`config.mk`:
```
export PLATFORM = sky130hd
export DESIGN_NAME = channel_occupancy_bucket_stats_core
export DESIGN_NICKNAME = d
export VERILOG_FILES = /design/src/rtl/cobs_pkg.sv /design/src/rtl/channel_occupancy_bucket_stats_core.sv /design/src/rtl/cobs_update.sv
export SDC_FILE = /design/constraint.sdc
export NUM_CORES = 1
export LEC_CHECK = 0
export BUFFER_PORTS_ARGS = -buffer_cell sky130_fd_sc_hd__buf_2
export CORE_MARGIN = 3
export CORE_UTILIZATION = 50
export DETAILED_ROUTE_END_ITERATION = 8
export PLACE_DENSITY = 0.83
export SLEW_MARGIN = 15
export SYNTH_ARGS = -nofsm -noshare
export SYNTH_HDL_FRONTEND = slang
export SYNTH_SLANG_ARGS = --single-unit
```
`constraint.sdc`:
```
create_clock -name clk -period 15.9 [get_ports clk]
set_input_delay 0.795 -clock clk [delete_from_list [all_inputs] [get_ports clk]]
set_output_delay 0.795 -clock clk [all_outputs]
set_load 0.005 [all_outputs]
```
`src/rtl/cobs_pkg.sv`:
```
// shared types and constants for the channel occupancy bucket statistics block
package cobs_pkg;

	localparam logic [1:0] REQ_SAMPLE = 2'd0;
	localparam logic [1:0] REQ_SKIP   = 2'd1;
	localparam logic [1:0] REQ_OWN_RX = 2'd2;

	localparam logic [1:0] CFG_BUCKET_MS   = 2'd0;
	localparam logic [1:0] CFG_RAIL_DBM10  = 2'd1;
	localparam logic [1:0] CFG_OCCUPIED    = 2'd2;

	localparam logic [31:0]        BUCKET_MS_RESET = 32'd1000;
	localparam logic signed [15:0] RAIL_RESET      = -16'sd32768;
	localparam logic signed [15:0] OCCUPIED_RESET  = -16'sd900;

	localparam logic signed [15:0] NO_READING = -16'sd32768;
	localparam logic signed [47:0] SUM_MAX    = {1'b0, {47{1'b1}}};
	localparam logic signed [47:0] SUM_MIN    = {1'b1, {47{1'b0}}};

	// running figures of the open bucket
	typedef struct packed {
		logic [31:0]        open_ms;
		logic [31:0]        n_samples;
		logic [31:0]        n_skipped;
		logic [31:0]        n_above;
		logic [31:0]        n_own_rx;
		logic signed [15:0] max_level;
		logic signed [15:0] min_level;
		logic signed [47:0] sum_level;
	} bucket_t;

	// one closed bucket as emitted
	typedef struct packed {
		logic [31:0]        bucket_seq;
		logic [31:0]        bucket_start_ms;
		logic [31:0]        bucket_dur_ms;
		logic [31:0]        sample_total;
		logic [31:0]        skip_total;
		logic [31:0]        above_total;
		logic [31:0]        own_rx_total;
		logic signed [15:0] peak_level;
		logic signed [15:0] floor_level;
		logic signed [47:0] level_total;
	} result_t;

	// configuration as seen by the update logic
	typedef struct packed {
		logic [31:0]        bucket_ms;
		logic signed [15:0] rail_dbm10;
		logic signed [15:0] occupied_dbm10;
	} cfg_t;

	localparam bucket_t BUCKET_CLEAR = '{
		open_ms:   32'd0,
		n_samples: 32'd0,
		n_skipped: 32'd0,
		n_above:   32'd0,
		n_own_rx:  32'd0,
		max_level: NO_READING,
		min_level: NO_READING,
		sum_level: 48'sd0
	};

	function automatic logic [31:0] inc_sat(input logic [31:0] c);
		return (c == '1) ? c : c + 32'd1;
	endfunction

endpackage

```
`src/rtl/channel_occupancy_bucket_stats_core.sv`:
```
// top level of the channel occupancy bucket statistics block
// Collects signal-strength statistics over fixed-length time buckets. Requests are
// samples, skipped opportunities and own-reception notes; the first sample or skip
// opens bucket 0, and a later one whose timestamp is at least bucket_ms past the
// bucket start closes the open bucket (emitting one result) before it is counted
// into the fresh bucket. Own receptions never close a bucket and are dropped until
// one has opened; request type 3 is ignored. The block takes one request every
// clock cycle while in_stall is low: a request is registered on acceptance, updates
// the running figures through a single layer of compare/add logic when it leaves the
// input register, and the bucket that it closes is loaded into the output register.
// Input stall rises only when the input register holds a request that closes a bucket
// while the output register is still full and stalled.
// Configuration writes are always taken (cfg_ready is tied high) and must be made
// while the block is idle; writes to an index past the register list are ignored.
module channel_occupancy_bucket_stats_core (
	input  logic               clk,
	input  logic               arst_n,

	// configuration write channel
	input  logic               cfg_valid,
	output logic               cfg_ready,
	input  logic [1:0]         cfg_index,
	input  logic [31:0]        cfg_data,

	// request channel
	input  logic               in_valid,
	output logic               in_stall,
	input  logic [1:0]         req_type,
	input  logic signed [15:0] rssi,
	input  logic [31:0]        now_ms,

	// closed bucket channel
	output logic               out_valid,
	input  logic               out_stall,
	output logic [31:0]        bucket_seq,
	output logic [31:0]        bucket_start_ms,
	output logic [31:0]        bucket_dur_ms,
	output logic [31:0]        sample_total,
	output logic [31:0]        skip_total,
	output logic [31:0]        above_total,
	output logic [31:0]        own_rx_total,
	output logic signed [15:0] peak_level,
	output logic signed [15:0] floor_level,
	output logic signed [47:0] level_total
);

	// configuration registers
	cobs_pkg::cfg_t     cfg_q;

	// input register
	logic               valid_s1;
	logic [1:0]         req_type_s1;
	logic signed [15:0] rssi_s1;
	logic [31:0]        now_ms_s1;

	// running bucket state
	logic               opened_q;
	logic [31:0]        seq_q;
	cobs_pkg::bucket_t  bucket_q;

	// update results
	logic               opened_nxt;
	logic [31:0]        seq_nxt;
	cobs_pkg::bucket_t  bucket_nxt;
	logic               emit;
	cobs_pkg::result_t  res;

	// output register
	logic               out_valid_q;
	cobs_pkg::result_t  out_q;

	logic               s1_adv;

	assign cfg_ready = 1'b1;

	always_ff @(posedge clk or negedge arst_n) begin
		if (!arst_n) begin
			cfg_q.bucket_ms      <= cobs_pkg::BUCKET_MS_RESET;
			cfg_q.rail_dbm10     <= cobs_pkg::RAIL_RESET;
			cfg_q.occupied_dbm10 <= cobs_pkg::OCCUPIED_RESET;
		end else if (cfg_valid) begin
			case (cfg_index)
				cobs_pkg::CFG_BUCKET_MS:  cfg_q.bucket_ms      <= cfg_data;
				cobs_pkg::CFG_RAIL_DBM10: cfg_q.rail_dbm10     <= cfg_data[15:0];
				cobs_pkg::CFG_OCCUPIED:   cfg_q.occupied_dbm10 <= cfg_data[15:0];
				default: ;
			endcase
		end
	end

	// the registered request moves on unless it closes a bucket and the
	// output register cannot take the result this cycle
	assign s1_adv   = valid_s1 && (!emit || !out_valid_q || !out_stall);
	assign in_stall = valid_s1 && !s1_adv;

	always_ff @(posedge clk or negedge arst_n) begin
		if (!arst_n) begin
			valid_s1 <= 1'b0;
		end else if (!valid_s1 || s1_adv) begin
			valid_s1 <= in_valid;
		end
	end

	always_ff @(posedge clk) begin
		if (in_valid && !in_stall) begin
			req_type_s1 <= req_type;
			rssi_s1     <= rssi;
			now_ms_s1   <= now_ms;
		end
	end

	cobs_update u_update (
		.cfg        (cfg_q),
		.opened     (opened_q),
		.seq        (seq_q),
		.cur        (bucket_q),
		.req_type   (req_type_s1),
		.rssi       (rssi_s1),
		.now_ms     (now_ms_s1),
		.opened_nxt (opened_nxt),
		.seq_nxt    (seq_nxt),
		.nxt        (bucket_nxt),
		.emit       (emit),
		.res        (res)
	);

	// running state commits once per request
	always_ff @(posedge clk or negedge arst_n) begin
		if (!arst_n) begin
			opened_q <= 1'b0;
			seq_q    <= 32'd0;
			bucket_q <= cobs_pkg::BUCKET_CLEAR;
		end else if (s1_adv) begin
			opened_q <= opened_nxt;
			seq_q    <= seq_nxt;
			bucket_q <= bucket_nxt;
		end
	end

	// output register, refilled in the same cycle it is drained
	always_ff @(posedge clk or negedge arst_n) begin
		if (!arst_n) begin
			out_valid_q <= 1'b0;
		end else if (s1_adv && emit) begin
			out_valid_q <= 1'b1;
		end else if (!out_stall) begin
			out_valid_q <= 1'b0;
		end
	end

	always_ff @(posedge clk) begin
		if (s1_adv && emit)
			out_q <= res;
	end

	assign out_valid       = out_valid_q;
	assign bucket_seq      = out_q.bucket_seq;
	assign bucket_start_ms = out_q.bucket_start_ms;
	assign bucket_dur_ms   = out_q.bucket_dur_ms;
	assign sample_total    = out_q.sample_total;
	assign skip_total      = out_q.skip_total;
	assign above_total     = out_q.above_total;
	assign own_rx_total    = out_q.own_rx_total;
	assign peak_level      = out_q.peak_level;
	assign floor_level     = out_q.floor_level;
	assign level_total     = out_q.level_total;

endmodule

```
`src/rtl/cobs_update.sv`:
```
// next-state and bucket-close logic for one request
module cobs_update (
	input  cobs_pkg::cfg_t      cfg,
	input  logic                opened,
	input  logic [31:0]         seq,
	input  cobs_pkg::bucket_t   cur,
	input  logic [1:0]          req_type,
	input  logic signed [15:0]  rssi,
	input  logic [31:0]         now_ms,
	output logic                opened_nxt,
	output logic [31:0]         seq_nxt,
	output cobs_pkg::bucket_t   nxt,
	output logic                emit,
	output cobs_pkg::result_t   res
);

	logic [31:0]         elapsed;
	logic                is_event;
	logic                roll;
	logic                skip;
	logic signed [48:0]  sum_wide;
	cobs_pkg::bucket_t   base;

	assign elapsed = now_ms - cur.open_ms;

	always_comb begin
		is_event = (req_type == cobs_pkg::REQ_SAMPLE) || (req_type == cobs_pkg::REQ_SKIP);
		emit     = is_event && opened && (elapsed >= cfg.bucket_ms);
		roll     = is_event && (!opened || emit);
		skip     = (req_type == cobs_pkg::REQ_SKIP) || (rssi <= cfg.rail_dbm10);

		res.bucket_seq      = seq;
		res.bucket_start_ms = cur.open_ms;
		res.bucket_dur_ms   = elapsed;
		res.sample_total    = cur.n_samples;
		res.skip_total      = cur.n_skipped;
		res.above_total     = cur.n_above;
		res.own_rx_total    = cur.n_own_rx;
		res.peak_level      = cur.max_level;
		res.floor_level     = cur.min_level;
		res.level_total     = cur.sum_level;

		base = cur;
		if (roll) begin
			base         = cobs_pkg::BUCKET_CLEAR;
			base.open_ms = now_ms;
		end

		sum_wide = {base.sum_level[47], base.sum_level} + 49'(rssi);

		opened_nxt = opened || is_event;
		seq_nxt    = emit ? seq + 32'd1 : seq;
		nxt        = base;

		case (req_type)
			cobs_pkg::REQ_OWN_RX: begin
				if (opened)
					nxt.n_own_rx = cobs_pkg::inc_sat(cur.n_own_rx);
			end
			cobs_pkg::REQ_SAMPLE, cobs_pkg::REQ_SKIP: begin
				if (skip) begin
					nxt.n_skipped = cobs_pkg::inc_sat(base.n_skipped);
				end else begin
					nxt.n_samples = cobs_pkg::inc_sat(base.n_samples);
					if (sum_wide[48] != sum_wide[47])
						nxt.sum_level = sum_wide[48] ? cobs_pkg::SUM_MIN : cobs_pkg::SUM_MAX;
					else
						nxt.sum_level = sum_wide[47:0];
					if (rssi >= cfg.occupied_dbm10)
						nxt.n_above = cobs_pkg::inc_sat(base.n_above);
					if (base.max_level == cobs_pkg::NO_READING || rssi > base.max_level)
						nxt.max_level = rssi;
					if (base.min_level == cobs_pkg::NO_READING || rssi < base.min_level)
						nxt.min_level = rssi;
				end
			end
			default: begin
				nxt = cur;
			end
		endcase
	end

endmodule
```
==> results of run 1 <==
## worst max-delay path: cells and delay by family, from the launching register on
kind | cells | cell delay (ns)
AO/OA/AOI/OAI | 18 | 4.32
buffers and inverters | 5 | 1.47
flip-flops | 1 | 0.36
adder cells (fa/ha/maj) | 5 | 1.83
XOR/XNOR | 1 | 0.19
AND/OR/NAND/NOR | 9 | 2.55
multiplexers | 1 | 0.15
## cell usage after synthesis (60+ instances only)
library cell  instances
inv_1               144
nand3_1              83
o21ai_0             187
nand4_1              60
a21oi_1             121
nor2_1              110
dfrtp_1             319
clkbuf_1             65
xor2_1               75
and2_1               68
xnor2_1             100
nand2_1             326
ha_1                181
edfxtp_1            354
## cell type report
| class | instances | share of cell area (%) |
|---|---|---|
| Tap cell | 846 | 2.78 |
| Clock buffer | 98 | 5.37 |
| Multi-Input combinational cell | 1849 | 33.0 |
| Sequential cell | 693 | 50.4 |
| Clock inverter | 38 | 1.17 |
| Antenna cell | 3 | 0.0198 |
| Timing Repair Buffer | 416 | 5.87 |
| Inverter | 144 | 1.42 |
## cells in the final DEF (no fill, tap or decap), drive strengths merged, types with 16 or more instances in the layout
cell	synthesis	final
buf	13	416
edfxtp	354	354
nand2	326	326
dfrtp	319	319
o21ai	191	191
ha	181	181
inv	144	147
a21oi	121	121
nor2	111	111
xnor2	101	101
clkbuf	65	98
nand3	84	84
xor2	75	75
and2	72	72
nand4	65	65
a21o	57	57
a22o	53	53
and3	43	43
nor3	39	39
mux2	34	34
nor2b	22	22
dfstp	20	20
clkinv	0	20
a31oi	19	19
o31ai	18	18
o211ai	18	18
nor4	17	17
mux2i	16	16
## cells by family (layout without fill, tap and decap cells)
kind of cell               Yosys count  in the layout  share of synthesized area (%)
adders and majority gates          183            183                           7.10
AOI/OAI and AO/OA                  589            589                           11.8
muxes                               50             50                           1.67
buffers and inverters              222            696                           2.62
xor gates and xnor gates           176            176                           4.77
other                                1              4                         0.0116
and+or+nand+nor                    850            850                           13.0
DFF                                693            693                           59.0
## sequential cells by signal, indices dropped and copies added (netlist names), 2 cells and up
register         flops
peak_level          16
level_total         48
sample_total        32
req_type_s1          2
above_total         32
cfg_q               64
bucket_dur_ms       32
own_rx_total        32
now_ms_s1           32
floor_level         16
seq_q               32
bucket_start_ms     32
bucket_q           240
skip_total          32
rssi_s1             16
bucket_seq          32
## power groups by stage
stage / sequential (mW) / combinational, mW / clock, mW
after floorplan: 2.81 / 1.90 / 0
after global placement: 2.80 / 2.70 / 0
after detailed placement: 2.81 / 2.78 / 0
after CTS: 2.78 / 2.82 / 1.78
after global routing: 2.82 / 3.16 / 1.85
final: 2.78 / 2.85 / 1.75
## metal layers
metal | vias to the layer above | track usage (%)
met1 | 11500 | 32.1
met5 | - | 0
li1 | 10900 | -
met4 | 0 | 10.3
met2 | 896 | 38.6
met3 | 178 | 3.36
## per-stage QoR
step	total power [mW]	std cells	util [%]	setup WS [ns]	hold WS (ns)
6_report	7.37	4087	59.7	4.87	0.202
5_1_grt	7.84	4087	59.7	4.01	0.253
4_1_cts	7.38	4081	59.6	5.00	0.225
3_5_place_dp	5.59	3945	55.7	5.13	0.430
3_3_place_gp	5.50	3945	55.7	5.50	0.427
2_1_floorplan	4.72	2764	-	0.00696	0.423
## worst min-delay path by stage
stage	endpoint	startpoint	depth (start not counted)	slack (ns)
5_1_grt	bucket_q[187]$_DFFE_PN0P_	arst_n	1	0.25
3_5_place_dp	bucket_start_ms[14]$_DFFE_PP_	bucket_q[222]$_DFFE_PN0P_	0	0.43
4_1_cts	bucket_q[187]$_DFFE_PN0P_	arst_n	1	0.22
2_1_floorplan	above_total[4]$_DFFE_PP_	bucket_q[116]$_DFFE_PN0P_	0	0.42
6_report	bucket_q[187]$_DFFE_PN0P_	arst_n	1	0.20
3_3_place_gp	bucket_start_ms[7]$_DFFE_PP_	bucket_q[215]$_DFFE_PN0P_	0	0.43
==> flow_metrics.tcl, run 1 <==
set metrics [dict create \
    ys_seq_elements 693 \
    grt_use_total_pct 23.8 \
    cp.arrival_ns 11.53 \
    core.rowCount 92 \
    p_sw_mw 2.75 \
    ir_worst_vdd_uv 118 \
    grt_pass1_vias 22500 \
    die_h_um 261 \
    synth.top_cell.area_share_pct 32.7 \
    wl_met2_um 39400 \
    rr_worst_depth 39 \
    die_w_um 261 \
    start_util_pct 51.0 \
    cap_violations 0 \
    dpl.hpwl_um 56700 \
    setup_viol 0 \
    root_buffer "clkbuf_16" \
    fin_crit_sh_pct 69.4 \
    startpoint "now_ms_s1[0]$_DFFE_PP_" \
    r2r_start "now_ms_s1[0]$_DFFE_PP_" \
    fin_setup_tns_ns 0 \
    clk_latency_ns 0.61 \
    numPortBuffers 394 \
    dieArea_um2 68000 \
    clock_skew_ns 0.0231 \
    critPathLaunchType "flip-flop" \
    antenna_left 0 \
    cts_buffers 73 \
    vias_per_cell 5.74 \
    fill_cells 4949 \
    synthTopCellsByArea "edfxtp_1 (33%), dfrtp_1 (25%), ha_1 (7.0%), nand2_1 (3.8%), o21ai_0 (2.9%)" \
    status "completed" \
    yosys_warnings 0 \
    grt_first_pass_wirelength_um 126000 \
    met3_length_um 4710 \
    grt_max_degree 166 \
    power.share.clock_pct 23.7 \
    layout-drive-gt1-share_pct 19.7 \
    place.gp.congestion 0.920 \
    timing.rr.end "bucket_q[39]$_DFFE_PN0P_" \
    cts_max_path_buffers 3 \
    synth_edf_count 354 \
    leakage_nw 16.0 \
    drt-wirelength-per-cell_um 20.1 \
    yosysSeqAreaShare_pct 59.0 \
    switching_share_pct 37.2 \
    internal_power_mw 4.63 \
    clk_pin_slew_ns 0.06 \
    drt-initial-drc-count 1888 \
    cts_tree "yes" \
    cts_resized 0 \
    p_seq_share_pct 37.7 \
    worstPathMaxFanout 74 \
    yosys.area.top_type "edfxtp_1" \
    multi_input_area_um2 12500 \
    holdCritPathClass "in2async" \
    ys_async_sr_fraction_pct 48.9 \
    ctsHtreeMaxLevel 3 \
    post_dp_cell_area_um2 35400 \
    wirelength_um 82000 \
    endpoint_kind "flip-flop" \
    reg2reg_slack_ns 4.87 \
    setup.worst_path.end "bucket_q[39]$_DFFE_PN0P_" \
    avgSynthCellArea_um2 11.7 \
    pwr-share-comb_pct 38.6 \
    dr.max_layer_used "met4" \
    worst_pin_slew_ns 1.15 \
    power_density_nw_per_um2 194 \
    area_delta_synth_final_pct 17.1 \
    path_class "reg2reg" \
    ys_types 88 \
    remaining_drc_errors 0 \
    first_pass_iters 6 \
    placeableCoreArea_um2 63700 \
    clock-sinks 693 \
    cts_post_setup_buffers_inserted 0 \
    period_minus_slack_ns 11.03 \
    ys.flop_type "edfxtp_1" \
    post-route-cell-area_um2 38000 \
    syn_inst 2764 \
    ios 396 \
    syn_area_um2 32500 \
    antenna_found_initial 3 \
    rsz0062_at_grt "no" \
    met1Wirelength_um 34600 \
    overflow 0 \
    crit_required_ns 16.40 \
    final_nets 3449 \
    holdBufCountCts 0 \
    regArea_um2 19100 \
    max_stage_delay_ns 0.81 \
    syn_nets 3036 \
    max_freq_mhz 90.6 \
    drv_slew 0 \
    hold_viol 0 \
    relSlewSlack_pct 23.2 \
    crit_slowest_cell "nor2_1" \
    num_vias 23400 \
]
(Power assumes the default switching activity.)
==> inputs of run 2 (changes only) <==
clock period = 9.2 ns   (was 15.9 ns; I/O delays follow)
==> flow_metrics.tcl, run 2 (synthesis results as in run 1) <==
set metrics [dict create \
    cap_violations 0 \
    top_register "bucket_q" \
    drt-initial-drc-count 1962 \
    drv_slew 0 \
    root_buffer "clkbuf_16" \
    post-route-util_pct 60.4 \
    grt_use_total_pct 24.5 \
    cts_tree "yes" \
    p_total_mw 12.9 \
    startpoint "now_ms_s1[0]$_DFFE_PP_" \
    placeableCoreArea_um2 63700 \
    rr_worst_depth 39 \
    post_dp_cell_area_um2 35600 \
    area_delta_synth_final_pct 18.4 \
    fin_crit_sh_pct 95.2 \
    pwr-share-comb_pct 39.3 \
    use_met2_pct 40.7 \
    use_met1_pct 32.3 \
    dieArea_um2 68000 \
    layout-drive-gt1-share_pct 20.1 \
    max_stage_delay_ns 0.43 \
    multi_input_area_um2 12600 \
    vias_per_cell 5.73 \
    grt_max_degree 203 \
    ios 396 \
    cts_buffers 73 \
    post-route-cell-area_um2 38500 \
    first_pass_iters 5 \
    worst_slack_ns 0.439 \
    p_seq_share_pct 37.0 \
    die_w_um 261 \
    die_h_um 261 \
    start_util_pct 51.0 \
    overflow 0 \
    instances_no_fill 4123 \
    critPathLaunchType "flip-flop" \
    antenna_left 0 \
    drt-wirelength-per-cell_um 20.2 \
    setup_viol 0 \
    numPlacedInstances 3958 \
    fill_cells 4890 \
    power.share.clock_pct 23.7 \
    path_class "reg2reg" \
    setup.worst_path.end "bucket_q[28]$_DFFE_PN0P_" \
    internal_power_mw 8.11 \
    place.gp.congestion 0.897 \
    ctsHtreeMaxLevel 3 \
    regArea_um2 19100 \
    clock-sinks 693 \
    max_freq_mhz 114 \
    grt_use_met3_pct 3.19 \
    cp.arrival_ns 9.24 \
    clk_latency_ns 0.62 \
    mostFrequentLayoutCell "buf_2" \
    grt_pass1_vias 23600 \
    r2r_start "now_ms_s1[0]$_DFFE_PP_" \
    whs_ns 0.0382 \
    ir_worst_vdd_uv 197 \
    switching_share_pct 37.3 \
    p_sw_mw 4.83 \
    endpoint_kind "flip-flop" \
    num_vias 23600 \
    grt_busiest_layer "met2" \
    hold_viol 0 \
    cpMostUsedCell "ha_1" \
    crit_required_ns 9.68 \
    core.rowCount 92 \
    period_minus_slack_ns 8.76 \
    final_cell_mix "buf_2 (393), edfxtp_1 (354), nand2_1 (325), dfrtp_1 (319), o21ai_0 (185)" \
    numPortBuffers 394 \
    fin_setup_tns_ns 0 \
    remaining_drc_errors 0 \
    leakage_nw 16.1 \
    power_density_nw_per_um2 337 \
    worst_pin_slew_ns 1.14 \
    dp_slack_ns 0.00908 \
    worstHoldStart "now_ms[15]" \
    status "completed" \
    grt_first_pass_wirelength_um 131000 \
    largest_reg_flops 240 \
    clk_pin_slew_ns 0.06 \
    dpl.hpwl_um 57000 \
    reg2reg_slack_ns 0.44 \
    worstPathMaxFanout 31 \
    wirelength_um 83300 \
    antenna_found_initial 5 \
    cts_max_path_buffers 3 \
    timing.rr.end "bucket_q[28]$_DFFE_PN0P_" \
    crit_slowest_cell "a2111oi_4" \
    holdCritPathClass "in2reg" \
    clock_skew_ns 0.0280 \
    final_nets 3485 \
    relSlewSlack_pct 23.2 \
]
-- run 2: cell count changes in the layout (fill, tap and decap cells not counted), sizes merged --
cell,change
inv,+2
clkbuf,-8
clkinvlp,-1
bufinv,+1
diode,+1
dlygate4sd3,+23
buf,+13
clkinv,+5
-- run 2: worst min path at each step --
stage | end | slack (ns) | cells past startpoint
floorplan | bucket_q[0]$_DFFE_PN0P_ | 0.16 | 0
global placement | bucket_start_ms[9]$_DFFE_PP_ | 0.43 | 0
detailed placement | bucket_start_ms[11]$_DFFE_PP_ | 0.43 | 0
CTS | rssi_s1[8]$_DFFE_PP_ | 0.0002 | 1
global route | now_ms_s1[20]$_DFFE_PP_ | 0.01 | 1
finish | now_ms_s1[15]$_DFFE_PP_ | 0.04 | 1
-- run 2: final cells by class --
type	instances	area share [%]
well taps	846	2.75
flip-flops and latches	693	49.8
clock buffers	90	5.21
repair buffers	452	6.60
diodes	4	0.0260
clock inverters	45	1.37
multi-input cells	1849	32.9
inverters	144	1.41
-- run 2: what timing repair did --
action | CTS | global route
endpoints found under the setup margin | 21 | 47
pin swaps | 0 | 3
setup buffers | 0 | 2
hold buffers | 23 | 0
endpoints found under the hold margin | 109 | 0
gates resized for setup | 1 | 14
-- run 2: worst max-delay path: cells and delay by family, from the launching register on --
family	cells	cell delay (ns)
flops	1	0.37
xor+xnor	1	0.13
mux	1	0.14
buf+inv	4	0.54
simple gates	10	2.11
compound gates	18	3.76
fa+ha+maj	5	1.54
-- run 2: metal layers --
metal	part of all wire, %	up-vias
met3	5.6	197
met1	41	11600
met4	4.1	2
li1	-	11000
met2	49	889
met5	0.014	-
-- run 2: power by group through the flow --
stage	sequential (mW)	clock, mW	combinational (mW)
6_report	4.79	3.07	5.08
5_1_grt	4.86	3.24	5.65
4_1_cts	4.80	3.12	4.99
3_5_place_dp	4.83	0	4.90
3_3_place_gp	4.82	0	4.74
2_1_floorplan	4.86	0	3.30
==> inputs of run 3 (changes only) <==
PLACE_DENSITY = 0.8   (was 0.83)
REMOVE_ABC_BUFFERS = 1   (was not set)
clock period = 9.03 ns   (was 9.2 ns; I/O delays follow)
==> flow_metrics.tcl, run 3 (synthesis results as in run 1) <==
set metrics [dict create \
    status "completed" \
    drt-wirelength-per-cell_um 19.9 \
    relSlewSlack_pct 26.1 \
    p_sw_mw 4.86 \
    p_seq_share_pct 37.5 \
    drv_slew 0 \
    area_delta_synth_final_pct 18.7 \
    antenna_found_initial 8 \
    top_register "bucket_q" \
    ios 396 \
    final_cell_mix "buf_2 (393), edfxtp_1 (354), nand2_1 (324), dfrtp_1 (319), o21ai_0 (185)" \
    antenna_left 0 \
    period_minus_slack_ns 8.62 \
    clk_pin_slew_ns 0.06 \
    clock-sinks 693 \
    fin_crit_sh_pct 95.5 \
    endpoint_kind "flip-flop" \
    grt_pass1_vias 23000 \
    fill_cells 4981 \
    regArea_um2 19100 \
    p_total_mw 13.0 \
    cap_violations 0 \
    root_buffer "clkbuf_16" \
    dieArea_um2 68000 \
    max_freq_mhz 116 \
    cts_buffers 73 \
    leakage_nw 16.2 \
    crit_required_ns 9.51 \
    setup_viol 0 \
    grt_max_degree 182 \
    clock_skew_ns 0.0208 \
    remaining_drc_errors 0 \
    start_util_pct 51.0 \
    max_stage_delay_ns 0.53 \
    cts_tree "yes" \
    dr.max_layer_used "met5" \
    cts_max_path_buffers 3 \
    grt_use_total_pct 24.1 \
    vias_per_cell 5.66 \
    whs_ns 0.0246 \
    ctsHtreeMaxLevel 3 \
    wirelength_um 82600 \
    wl_met2_um 39600 \
    crit_slowest_cell "or3b_2" \
    mostFrequentLayoutCell "buf_2" \
    holdCritPathClass "in2reg" \
    cpMostUsedCell "ha_1" \
    hold_viol 0 \
    worst_pin_slew_ns 1.11 \
    ir_worst_vdd_uv 210 \
    largest_reg_flops 240 \
    internal_power_mw 8.19 \
    die_w_um 261 \
    dpl.hpwl_um 56400 \
    pwr-share-comb_pct 39.6 \
    numPortBuffers 394 \
    grt_first_pass_wirelength_um 129000 \
    overflow 0 \
    switching_share_pct 37.2 \
    worstPathMaxFanout 22 \
    first_pass_iters 5 \
    place.gp.congestion 0.901 \
    clk_latency_ns 0.61 \
    path_class "reg2reg" \
    cp.arrival_ns 9.10 \
    drt-initial-drc-count 2112 \
    multi_input_area_um2 12600 \
    final_nets 3509 \
    power_density_nw_per_um2 339 \
    met3_length_um 5650 \
    placeableCoreArea_um2 63700 \
    met1Wirelength_um 35000 \
    critPathLaunchType "flip-flop" \
    die_h_um 261 \
    core.rowCount 92 \
    power.share.clock_pct 22.9 \
    layout-drive-gt1-share_pct 19.9 \
    num_vias 23500 \
]
-- run 3: cell count changes in the layout (fill, tap and decap cells not counted), moves of 4 or more --
cell	before	now
buf_12	1	5
buf_4	30	36
clkbuf_1	9	16
clkinv_2	6	13
clkinv_8	6	2
dlygate4sd3_1	23	38
-- run 3: critical path: cells and delay by family, from the launching register on --
family / cells / cell delay [ns]
XOR/XNOR: 1 / 0.16
AO/OA/AOI/OAI: 18 / 3.84
buffers and inverters: 2 / 0.29
AND/OR/NAND/NOR: 9 / 2.28
multiplexers: 1 / 0.15
adder cells (fa/ha/maj): 5 / 1.35
flip-flops: 1 / 0.40
-- run 3: final cells by class --
class	instances	area share (%)
antenna	5	0.0325
tap	846	2.75
multi-input combinational	1851	32.8
clock buffer	97	5.24
sequential	693	49.7
clock inverter	39	0.948
inverter	144	1.40
timing repair buffer	474	7.12
-- run 3: path summary, 6_finish.rpt --
| kind | start | end | slack (ns) | cells past startpoint |
|---|---|---|---|---|
| min | rssi[3] | rssi_s1[3]$_DFFE_PP_ | 0.02 | 1 |
| max reg2reg | bucket_q[208]$_DFFE_PN0P_ | bucket_q[38]$_DFFE_PN0P_ | 0.41 | 36 |
| max | bucket_q[208]$_DFFE_PN0P_ | bucket_q[38]$_DFFE_PN0P_ | 0.41 | 36 |
| min in group asynchronous | arst_n | bucket_q[21]$_DFFE_PN0P_ | 0.38 | 2 |
| min reg2reg | bucket_q[226]$_DFFE_PN0P_ | bucket_start_ms[18]$_DFFE_PP_ | 0.45 | 0 |
| max in group asynchronous | arst_n | bucket_q[105]$_DFFE_PN0P_ | 6.64 | 4 |
-- run 3: metal layers --
metal,up-vias,GRT usage [%]
met5,-,0
met4,12,7.43
met3,157,4.75
met2,790,39.1
met1,11500,32.8
li1,11000,-
-- run 3: through the flow --
stage / instances / utilization (%) / setup WS, ns / area [um^2] / setup TNS (ns)
after floorplan: 2686 / - / -7.27 / 32200 / -2143.59
after global placement: 3966 / 55.9 / 0.185 / 35600 / 0
after detailed placement: 3966 / 55.9 / -0.0725 / 35600 / -1.64
after CTS: 4139 / 60.3 / 0.0722 / 38400 / 0
after global routing: 4146 / 60.5 / -0.0483 / 38500 / -0.372
final: 4149 / 60.5 / 0.409 / 38500 / 0
-- run 3: power by group through the flow --
stage          registers (mW)  clock network [mW]  logic (mW)
6_report                 4.89                2.98        5.17
5_1_grt                  4.98                3.18        5.76
4_1_cts                  4.89                3.04        5.05
3_5_place_dp             4.93                   0        4.99
3_3_place_gp             4.92                   0        4.88
2_1_floorplan            4.95                   0        3.26
-- run 3: timing repair --
| item | CTS | global route |
|---|---|---|
| pin swaps | 0 | 6 |
| cloned | 0 | 2 |
| endpoints found under the hold margin | 116 | 1 |
| buffers inserted | 0 | 2 |
| gates resized for setup | 2 | 23 |
| hold buffers | 37 | 1 |
| setup endpoints to repair | 44 | 47 |
